[src/rtl/button_press_classifier_macros.svh]
// Assertion macros shared by the button press classifier RTL.
// Define NO_ASSERTIONS to compile every check away.
`ifndef BUTTON_PRESS_CLASSIFIER_MACROS_SVH
`define BUTTON_PRESS_CLASSIFIER_MACROS_SVH

`ifndef NO_ASSERTIONS

// Check that a property holds at every clock edge outside reset
`define BPC_ASSERT(lbl, clk, rstn, prop) \
  lbl: assert property (@(posedge clk) disable iff (!rstn) (prop)) \
    else $error("button_press_classifier check failed");

// Check that a condition implies a consequence in the next cycle
`define BPC_ASSERT_NEXT(lbl, clk, rstn, ante, cons) \
  lbl: assert property (@(posedge clk) disable iff (!rstn) (ante) |=> (cons)) \
    else $error("button_press_classifier check failed");

`else

`define BPC_ASSERT(lbl, clk, rstn, prop)
`define BPC_ASSERT_NEXT(lbl, clk, rstn, ante, cons)

`endif

`endif

[src/rtl/bpc_pkg.sv]
// Package for the button press classifier: widths, event codes, lane event type.
// No dependencies; every other file but the macro header imports it.
`default_nettype none

package bpc_pkg;

  // Default number of buttons (one lane each)
  localparam int unsigned NUM_BUTTONS_DEF = 4;

  // Field widths of the channels
  localparam int unsigned LEVEL_W = 4;
  localparam int unsigned INDEX_W = 2;
  localparam int unsigned KIND_W  = 3;
  localparam int unsigned COUNT_W = 16;

  // Hold counter limits and threshold reset value
  localparam logic [COUNT_W-1:0] COUNT_MAX     = '1;
  localparam logic [COUNT_W-1:0] THRESHOLD_RST = COUNT_W'(20);
  localparam logic [COUNT_W-1:0] THRESHOLD_MIN = COUNT_W'(1);

  // Holding events repeat every HOLD_PERIOD ticks; a residue counter tracks it
  localparam int unsigned HOLD_PERIOD = 10;
  localparam int unsigned RESID_W     = $clog2(HOLD_PERIOD);
  localparam logic [RESID_W-1:0] RESID_LAST = RESID_W'(HOLD_PERIOD - 1);

  typedef enum logic [KIND_W-1:0] {
    EV_SHORT_PRESS   = 3'd0,
    EV_LONG_PRESS    = 3'd1,
    EV_HOLDING       = 3'd2,
    EV_SHORT_RELEASE = 3'd3,
    EV_LONG_RELEASE  = 3'd4
  } event_kind_e;

  // Event found by one lane for one tick
  typedef struct packed {
    logic               valid;
    event_kind_e        kind;
    logic [COUNT_W-1:0] count;
  } bpc_event_t;

endpackage

`default_nettype wire

[src/rtl/bpc_tick_if.sv]
// Input channel of the button press classifier: one poll tick per beat.
// Depends on bpc_pkg.
`default_nettype none

interface bpc_tick_if import bpc_pkg::*; ();
  logic               valid;
  logic               ready;
  logic [LEVEL_W-1:0] released_levels;

  modport source (output valid, output released_levels, input ready);
  modport sink   (input valid, input released_levels, output ready);
endinterface

`default_nettype wire

[src/rtl/bpc_event_if.sv]
// Output channel of the button press classifier: one button event per beat.
// Depends on bpc_pkg.
`default_nettype none

interface bpc_event_if import bpc_pkg::*; ();
  logic               valid;
  logic               ready;
  logic [INDEX_W-1:0] button_index;
  logic [KIND_W-1:0]  event_kind;
  logic [COUNT_W-1:0] hold_count;
  logic               last;

  modport source (output valid, output button_index, output event_kind,
                  output hold_count, output last, input ready);
  modport sink   (input valid, input button_index, input event_kind,
                  input hold_count, input last, output ready);
endinterface

`default_nettype wire

[src/rtl/bpc_cfg_if.sv]
// Configuration write channel: carries the long press threshold.
// Depends on bpc_pkg.
`default_nettype none

interface bpc_cfg_if import bpc_pkg::*; ();
  logic               valid;
  logic               ready;
  logic [COUNT_W-1:0] long_press_threshold;

  modport source (output valid, output long_press_threshold, input ready);
  modport sink   (input valid, input long_press_threshold, output ready);
endinterface

`default_nettype wire

[src/rtl/button_press_classifier.sv]
// Top level of the button press classifier: threshold register, button lanes
// and merge stage. Depends on bpc_pkg, the channel interfaces, bpc_lane, bpc_merge.
//
// Each tick beat carries the levels of all buttons (1 released, 0 pressed).
// Every button has its own lane that classifies the tick in the cycle it is
// accepted and updates that button's hold counter; the merge stage then sends
// the resulting events, lowest button first, one beat per cycle while evt_o
// is ready, with last set on the final event of the tick. The next tick is
// taken in the same cycle as the previous tick's last beat, so a tick with
// at most one event is accepted every cycle while evt_o is ready. Threshold
// writes are always ready; a written value of zero acts as one. Hold
// counters clear at reset.
`default_nettype none

module button_press_classifier import bpc_pkg::*; #(
  parameter int unsigned NUM_BUTTONS = NUM_BUTTONS_DEF
) (
  input  wire logic    clk_i,
  input  wire logic    rst_ni,
  bpc_cfg_if.sink      cfg_i,
  bpc_tick_if.sink     tick_i,
  bpc_event_if.source  evt_o
);

  logic [COUNT_W-1:0] thr_q;
  logic [COUNT_W-1:0] thr_eff;
  logic               load;
  logic               load_ready;
  bpc_event_t         lane_evt [NUM_BUTTONS];

  // Threshold register
  assign cfg_i.ready = 1'b1;

  always_ff @(posedge clk_i or negedge rst_ni) begin
    if (!rst_ni) begin
      thr_q <= THRESHOLD_RST;
    end else if (cfg_i.valid && cfg_i.ready) begin
      thr_q <= cfg_i.long_press_threshold;
    end
  end

  assign thr_eff = (thr_q == '0) ? THRESHOLD_MIN : thr_q;

  // Accept a tick when the merge stage can take its events
  assign tick_i.ready = load_ready;
  assign load         = tick_i.valid && load_ready;

  // One lane per button; buttons beyond the input width read as pressed
  for (genvar g = 0; g < NUM_BUTTONS; g++) begin : g_lane
    logic released;
    if (g < LEVEL_W) begin : g_wired
      assign released = tick_i.released_levels[g];
    end else begin : g_tied
      assign released = 1'b0;
    end

    bpc_lane u_lane (
      .clk_i      (clk_i),
      .rst_ni     (rst_ni),
      .load_i     (load),
      .released_i (released),
      .thr_i      (thr_eff),
      .evt_o      (lane_evt[g])
    );
  end

  bpc_merge #(
    .NUM_BUTTONS (NUM_BUTTONS)
  ) u_merge (
    .clk_i          (clk_i),
    .rst_ni         (rst_ni),
    .load_i         (load),
    .lane_evt_i     (lane_evt),
    .load_ready_o   (load_ready),
    .valid_o        (evt_o.valid),
    .ready_i        (evt_o.ready),
    .button_index_o (evt_o.button_index),
    .event_kind_o   (evt_o.event_kind),
    .hold_count_o   (evt_o.hold_count),
    .last_o         (evt_o.last)
  );

endmodule

`default_nettype wire

[src/rtl/bpc_lane.sv]
// One button lane: hold counter, mod-10 residue and event classification.
// Depends on bpc_pkg and the assertion macros.
`default_nettype none

`include "button_press_classifier_macros.svh"

module bpc_lane import bpc_pkg::*; (
  input  wire logic               clk_i,
  input  wire logic               rst_ni,
  input  wire logic               load_i,
  input  wire logic               released_i,
  input  wire logic [COUNT_W-1:0] thr_i,
  output bpc_event_t              evt_o
);

  logic [COUNT_W-1:0] cnt_q, cnt_d;
  logic [RESID_W-1:0] res_q, res_d;

  // Classify against the count before this tick, then advance or clear it
  always_comb begin
    evt_o.valid = 1'b0;
    evt_o.kind  = EV_SHORT_PRESS;
    evt_o.count = '0;
    cnt_d       = cnt_q;
    res_d       = res_q;
    if (released_i) begin
      if (cnt_q >= thr_i) begin
        evt_o.valid = 1'b1;
        evt_o.kind  = EV_LONG_RELEASE;
        evt_o.count = cnt_q;
      end else if (cnt_q != '0) begin
        evt_o.valid = 1'b1;
        evt_o.kind  = EV_SHORT_RELEASE;
      end
      cnt_d = '0;
      res_d = '0;
    end else begin
      if (cnt_q == '0) begin
        evt_o.valid = 1'b1;
        evt_o.kind  = EV_SHORT_PRESS;
      end else if (cnt_q == thr_i) begin
        evt_o.valid = 1'b1;
        evt_o.kind  = EV_LONG_PRESS;
        evt_o.count = cnt_q;
      end else if ((cnt_q > thr_i) && (res_q == '0)) begin
        evt_o.valid = 1'b1;
        evt_o.kind  = EV_HOLDING;
        evt_o.count = cnt_q;
      end
      // Saturate: the residue freezes with the count
      if (cnt_q != COUNT_MAX) begin
        cnt_d = cnt_q + COUNT_W'(1);
        res_d = (res_q == RESID_LAST) ? '0 : res_q + RESID_W'(1);
      end
    end
  end

  // Commit the counter on each accepted tick
  always_ff @(posedge clk_i or negedge rst_ni) begin
    if (!rst_ni) begin
      cnt_q <= '0;
      res_q <= '0;
    end else if (load_i) begin
      cnt_q <= cnt_d;
      res_q <= res_d;
    end
  end

  `BPC_ASSERT(a_res_range, clk_i, rst_ni, res_q <= RESID_LAST)
  `BPC_ASSERT_NEXT(a_release_clears, clk_i, rst_ni, load_i && released_i,
                   (cnt_q == '0) && (res_q == '0))
  `BPC_ASSERT_NEXT(a_hold_advances, clk_i, rst_ni,
                   load_i && !released_i && (cnt_q != COUNT_MAX),
                   cnt_q == $past(cnt_q) + COUNT_W'(1))

endmodule

`default_nettype wire

[src/rtl/bpc_merge.sv]
// Merge stage: holds the lane events of one tick and sends them out in
// button order, one beat per cycle while ready_i is high. Depends on bpc_pkg and the macros.
`default_nettype none

`include "button_press_classifier_macros.svh"

module bpc_merge import bpc_pkg::*; #(
  parameter int unsigned NUM_BUTTONS = NUM_BUTTONS_DEF
) (
  input  wire logic               clk_i,
  input  wire logic               rst_ni,
  input  wire logic               load_i,
  input  wire bpc_event_t         lane_evt_i [NUM_BUTTONS],
  output logic                    load_ready_o,
  output logic                    valid_o,
  input  wire logic               ready_i,
  output logic [INDEX_W-1:0]      button_index_o,
  output logic [KIND_W-1:0]       event_kind_o,
  output logic [COUNT_W-1:0]      hold_count_o,
  output logic                    last_o
);

  logic [NUM_BUTTONS-1:0] pend_q, pend_d;
  logic [NUM_BUTTONS-1:0] sel_oh;
  logic [NUM_BUTTONS-1:0] new_mask;
  logic [NUM_BUTTONS-1:0] rest;
  bpc_event_t             evt_q [NUM_BUTTONS];
  bpc_event_t             sel_evt;
  logic [INDEX_W-1:0]     sel_btn;
  logic                   take;

  // Pick the lowest pending button
  always_comb begin
    sel_oh  = '0;
    sel_evt = evt_q[0];
    sel_btn = '0;
    for (int i = NUM_BUTTONS - 1; i >= 0; i--) begin
      if (pend_q[i]) begin
        sel_oh  = '0;
        sel_oh[i] = 1'b1;
        sel_evt = evt_q[i];
        sel_btn = INDEX_W'(i);
      end
    end
  end

  // Gather the valid flags of a fresh tick
  always_comb begin
    for (int i = 0; i < NUM_BUTTONS; i++) begin
      new_mask[i] = lane_evt_i[i].valid;
    end
  end

  assign rest           = pend_q & ~sel_oh;
  assign valid_o        = |pend_q;
  assign last_o         = (rest == '0);
  assign take           = valid_o && ready_i;
  assign load_ready_o   = !valid_o || (ready_i && last_o);
  assign button_index_o = sel_btn;
  assign event_kind_o   = sel_evt.kind;
  assign hold_count_o   = sel_evt.count;

  // Drop the sent event, or reload on a new tick
  always_comb begin
    pend_d = pend_q;
    if (take) begin
      pend_d = rest;
    end
    if (load_i) begin
      pend_d = new_mask;
    end
  end

  always_ff @(posedge clk_i or negedge rst_ni) begin
    if (!rst_ni) begin
      pend_q <= '0;
    end else begin
      pend_q <= pend_d;
    end
  end

  // Hold the event payload of the current tick
  always_ff @(posedge clk_i) begin
    if (load_i) begin
      evt_q <= lane_evt_i;
    end
  end

  `BPC_ASSERT(a_last_single, clk_i, rst_ni, !(valid_o && last_o) || $onehot(pend_q))
  `BPC_ASSERT_NEXT(a_more_follow, clk_i, rst_ni, take && !last_o && !load_i, valid_o)
  `BPC_ASSERT(a_load_when_free, clk_i, rst_ni, !load_i || !valid_o || (take && last_o))

endmodule

`default_nettype wire
[src/flat_wrapper.sv]
// flat-port wrapper written by rule: the top's interface ports become plain ports
module button_press_classifier_flat import bpc_pkg::*;
#(
  parameter int unsigned NUM_BUTTONS = NUM_BUTTONS_DEF
)
  (clk_i, rst_ni, cfg_i_valid, cfg_i_long_press_threshold, cfg_i_ready, tick_i_valid, tick_i_released_levels, tick_i_ready, evt_o_valid, evt_o_button_index, evt_o_event_kind, evt_o_hold_count, evt_o_last, evt_o_ready);
  bpc_cfg_if cfg_i_i ();
  bpc_tick_if tick_i_i ();
  bpc_event_if evt_o_i ();
  input  wire logic clk_i;
  input  wire logic rst_ni;
  input wire logic [$bits(cfg_i_i.valid)-1:0] cfg_i_valid;
  input wire logic [$bits(cfg_i_i.long_press_threshold)-1:0] cfg_i_long_press_threshold;
  output wire logic [$bits(cfg_i_i.ready)-1:0] cfg_i_ready;
  input wire logic [$bits(tick_i_i.valid)-1:0] tick_i_valid;
  input wire logic [$bits(tick_i_i.released_levels)-1:0] tick_i_released_levels;
  output wire logic [$bits(tick_i_i.ready)-1:0] tick_i_ready;
  output wire logic [$bits(evt_o_i.valid)-1:0] evt_o_valid;
  output wire logic [$bits(evt_o_i.button_index)-1:0] evt_o_button_index;
  output wire logic [$bits(evt_o_i.event_kind)-1:0] evt_o_event_kind;
  output wire logic [$bits(evt_o_i.hold_count)-1:0] evt_o_hold_count;
  output wire logic [$bits(evt_o_i.last)-1:0] evt_o_last;
  input wire logic [$bits(evt_o_i.ready)-1:0] evt_o_ready;
  assign cfg_i_i.valid = cfg_i_valid;
  assign cfg_i_i.long_press_threshold = cfg_i_long_press_threshold;
  assign cfg_i_ready = cfg_i_i.ready;
  assign tick_i_i.valid = tick_i_valid;
  assign tick_i_i.released_levels = tick_i_released_levels;
  assign tick_i_ready = tick_i_i.ready;
  assign evt_o_valid = evt_o_i.valid;
  assign evt_o_button_index = evt_o_i.button_index;
  assign evt_o_event_kind = evt_o_i.event_kind;
  assign evt_o_hold_count = evt_o_i.hold_count;
  assign evt_o_last = evt_o_i.last;
  assign evt_o_i.ready = evt_o_ready;
  button_press_classifier #(.NUM_BUTTONS(NUM_BUTTONS)) u_core (.clk_i(clk_i), .rst_ni(rst_ni), .cfg_i(cfg_i_i), .tick_i(tick_i_i), .evt_o(evt_o_i));
endmodule
[config.mk]
export PLATFORM = sky130hd
export DESIGN_NAME = button_press_classifier_flat
export DESIGN_NICKNAME = d
export VERILOG_FILES = /design/src/rtl/bpc_pkg.sv /design/src/rtl/bpc_tick_if.sv /design/src/rtl/bpc_event_if.sv /design/src/rtl/bpc_cfg_if.sv /design/src/rtl/button_press_classifier.sv /design/src/rtl/bpc_lane.sv /design/src/rtl/bpc_merge.sv /design/src/flat_wrapper.sv
export VERILOG_INCLUDE_DIRS = /design/src /design/src/rtl
export SDC_FILE = /design/constraint.sdc
export NUM_CORES = 1
export LEC_CHECK = 0
export BUFFER_PORTS_ARGS = -buffer_cell sky130_fd_sc_hd__buf_2
export CORE_ASPECT_RATIO = 2
export CORE_UTILIZATION = 54
export CTS_CLUSTER_DIAMETER = 100
export DETAILED_ROUTE_END_ITERATION = 8
export GPL_TIMING_DRIVEN = 0
export HOLD_SLACK_MARGIN = 0.05
export PLACE_DENSITY_LB_ADDON = 0.3
export SYNTH_ARGS = -nofsm -noshare
export SYNTH_HDL_FRONTEND = slang
export SYNTH_SLANG_ARGS = --single-unit
export TNS_END_PERCENT = 20
[constraint.sdc]
create_clock -name clk_i -period 7 [get_ports clk_i]
set_clock_uncertainty 0.1 [all_clocks]
set_input_delay 1.4 -clock clk_i [delete_from_list [all_inputs] [get_ports clk_i]]
set_output_delay 1.4 -clock clk_i [all_outputs]
set_load 0.03 [all_outputs]
==> reports/results.tsv <==
stage	metric	value	unit
floorplan	std_cell_rows	71	
floorplan	die_h	199	um
cells_and_area	final_cell_mix	103 x nand2_1, 99 x o21ai_0, 98 x dfrtp_1	
place	portBuffers	48	
global_route	grt_max_degree	70	
global_route	grt_pass1_vias	8945	
cells_and_area	layout-drive-gt1-share	0.0960	
drt	vias_per_cell	6.19	
drt	wirelength	30700	um
min_path	min_path_type	reg -> reg	
global_route	antenna_found_initial	0	
timing	setup_tns	0	ns
clock_tree	root_buffer	clkbuf_16	
clock_tree	numCtsBuffers	17	
job	drv_cap	0	
synth	yosysSeqAreaShare	0.456	
clock_tree	tritoncts	built	
timing	hold_violations	0	
critical_path	crit_path_max_incr_delay	0.41	ns
critical_path	crit_start	evt_o_ready	
cells_and_area	fillers	1600	
synth	syn-num-nets	1215	
min_path	min-delay-start	u_core.g_lane[3].u_lane.res_q[3]	
critical_path	crit_required	5.50	ns
cells_and_area	area_growth	11.7	%
floorplan	die_x	101	um
critical_path	cp-start-kind	primary input	
cells_and_area	finish.utilization	0.620	
floorplan	io_pins	50	
clock_tree	cts.clk_slew.worst_paths	0.06	ns
timing	setup_viol	0	
clock_tree	post_cts_buffers	0	
clock_tree	cts_sinks	176	
drt	drt_pass1_iterations	5	
clock_tree	insertion_delay	0.44	ns
clock_tree	cts.repair.resized	0	
floorplan	start_util	0.555	
critical_path	critPathArrivalTime	3.25	ns
drt	num_vias	8932	
synth	netlist_instances	1106	
timing	drv_slew	0	
cells_and_area	fin_nets	1284	
synth	yosysWarnings	0	
clock_tree	htreeDepth	4	
timing	fin_crit_sh	0.679	
cells_and_area	multi_input_area	5300	um2
clock_tree	cts_max_path_buffers	2	
synth	ys.flop_type	dfrtp_1	
place	place_hpwl	22800	um
global_route	grt_overflow	0	
critical_path	endpoint_kind	primary output	
power_and_ir_drop	p_leak	4.93	nW
critical_path	worst_path_most_repeated_cell	buf_2	
global_route	track_usage	0.324	
global_route	grt_pass1_wl	47600	um
synth	syn_avg_cell_area	9.49	um2
critical_path	worstSetupPathType	in -> out	
floorplan	die-area	20000	um2
synth	synth-edff-count	76	
critical_path	r2r-start	u_core.thr_q[14]	
place	place_congestion	0.915	
clock_tree	cts_hold_buffers	0	
synth	synth_area	10500	um2
power_and_ir_drop	ir_drop	206	uV
timing	fmax	0.210	GHz
timing	max_slew_margin	0.463	
cells_and_area	num_antenna_cells	0	
cells_and_area	ff_latch_area	4790	um2
critical_path	crit_chain	buf_2 > or3b_4 > a21o_1 > o31ai_4 > buf_8 > buf_6 > buf_2 > buf_2	
outcome	status	finished, final reports clean	
synth	ys_seq_elements	176	
synth	synthArstFlopShare	0.568	
synth	ys_types	67	
timing	tightest_slew	0.806	ns
drt	drt-initial-drc-count	485	
timing	rsz0062_at_grt	false	
critical_path	worstPathMaxFanout	10	
drt	drc	0	
drt	wl_per_cell	21.3	um
critical_path	critPathSlowestCell	or3b_4	
floorplan	core_area	18900	um2
timing	fin_crit	4.75	ns
power_and_ir_drop	powerDensity	350	nW/um2
drt	ant_nets	0	
cells_and_area	final_common_cell	nand2_1	
==> per-layer routing <==
metal / GRT usage / up-vias / share of wire
met2: 0.562 / 362 / 0.51
met1: 0.325 / 4242 / 0.34
met3: 0.0504 / 152 / 0.052
met5: 0 / - / 0
met4: 0.304 / 0 / 0.10
li1: - / 4176 / -
==> synth_stat cells, types with 17 or more instances <==
master / number / area (um2)
and2_1: 41 / 257
o21ai_0: 99 / 495
inv_1: 49 / 184
dfrtp_1: 98 / 2450
and3_1: 18 / 113
or3_1: 36 / 225
nor3_1: 17 / 85.1
nor2b_1: 35 / 219
ha_1: 84 / 1050
nand2_1: 103 / 387
clkbuf_1: 31 / 116
nor2_1: 70 / 263
edfxtp_1: 76 / 2280
nand4_1: 34 / 213
nand3_1: 45 / 225
a21oi_1: 88 / 440
a22oi_1: 18 / 135
==> logic make-up (layout without fill, tap and decap cells) <==
| family | Yosys count | count (layout) | synth area share |
|---|---|---|---|
| buf+inv | 97 | 179 | 0.0392 |
| other cells | 1 | 1 | 0.000357 |
| simple gates | 455 | 455 | 0.232 |
| mux | 3 | 3 | 0.00298 |
| fa+ha+maj | 84 | 84 | 0.100 |
| compound gates | 273 | 273 | 0.155 |
| flops | 176 | 176 | 0.456 |
| xor+xnor | 17 | 17 | 0.0142 |
==> flip-flops by register name, indices dropped and copies added (netlist names) <==
register / flops
u_core.g_lane.u_lane.res_q: 16
u_core.g_lane.u_lane.cnt_q: 64
u_core.thr_q: 16
u_core.u_merge.evt_q: 76
u_core.u_merge.pend_q: 4
==> worst max-delay path: cells and delay by family <==
kind	cells	cell delay, ns
AND/OR/NAND/NOR	1	0.41
AO/OA/AOI/OAI	2	0.29
buffers and inverters	5	1.14
==> metrics by stage <==
step	instance area (um2)	hold WS, ns	setup WS (ns)	instances	power [mW]
after floorplan	10500	0.368	2.91	1106	2.57
after global placement	11100	0.388	2.21	1409	3.06
after detailed placement	11100	0.410	2.28	1411	3.11
after CTS	11700	0.419	2.28	1443	4.10
after global routing	11700	0.450	2.24	1443	4.32
final	11700	0.419	2.25	1443	4.11
==> where the power goes <==
part           total (mW)  internal, mW  switching, mW  leakage, nW
clock               0.989         0.582          0.407        0.291
combinational        1.63         0.496           1.14         2.57
sequential           1.49          1.31          0.175         2.07
==> area by class of cell <==
type                    instances  share of cell area
plain buffers                  47              0.0193
clock buffers                  20              0.0389
clock inverters                12              0.0133
inverters                      50              0.0160
multi-input cells             833               0.452
flip-flops and latches        176               0.408
well taps                     255              0.0272
repair buffers                 50              0.0248
==> final timing paths <==
| kind | cells past startpoint | slack [ns] | to |
|---|---|---|---|
| setup / recovery | 8 | 2.25 | tick_i_ready |
| hold / removal | 1 | 0.42 | u_core.g_lane[3].u_lane.res_q[3] |
| setup reg to reg | 10 | 3.40 | u_core.u_merge.evt_q[27] |
| hold reg to reg | 1 | 0.42 | u_core.g_lane[3].u_lane.res_q[3] |
| max in group asynchronous | 2 | 5.21 | u_core.thr_q[2] |
| min in group asynchronous | 1 | 0.81 | u_core.g_lane[3].u_lane.cnt_q[0] |
No activity file was read; power rests on OpenSTA's default activity.
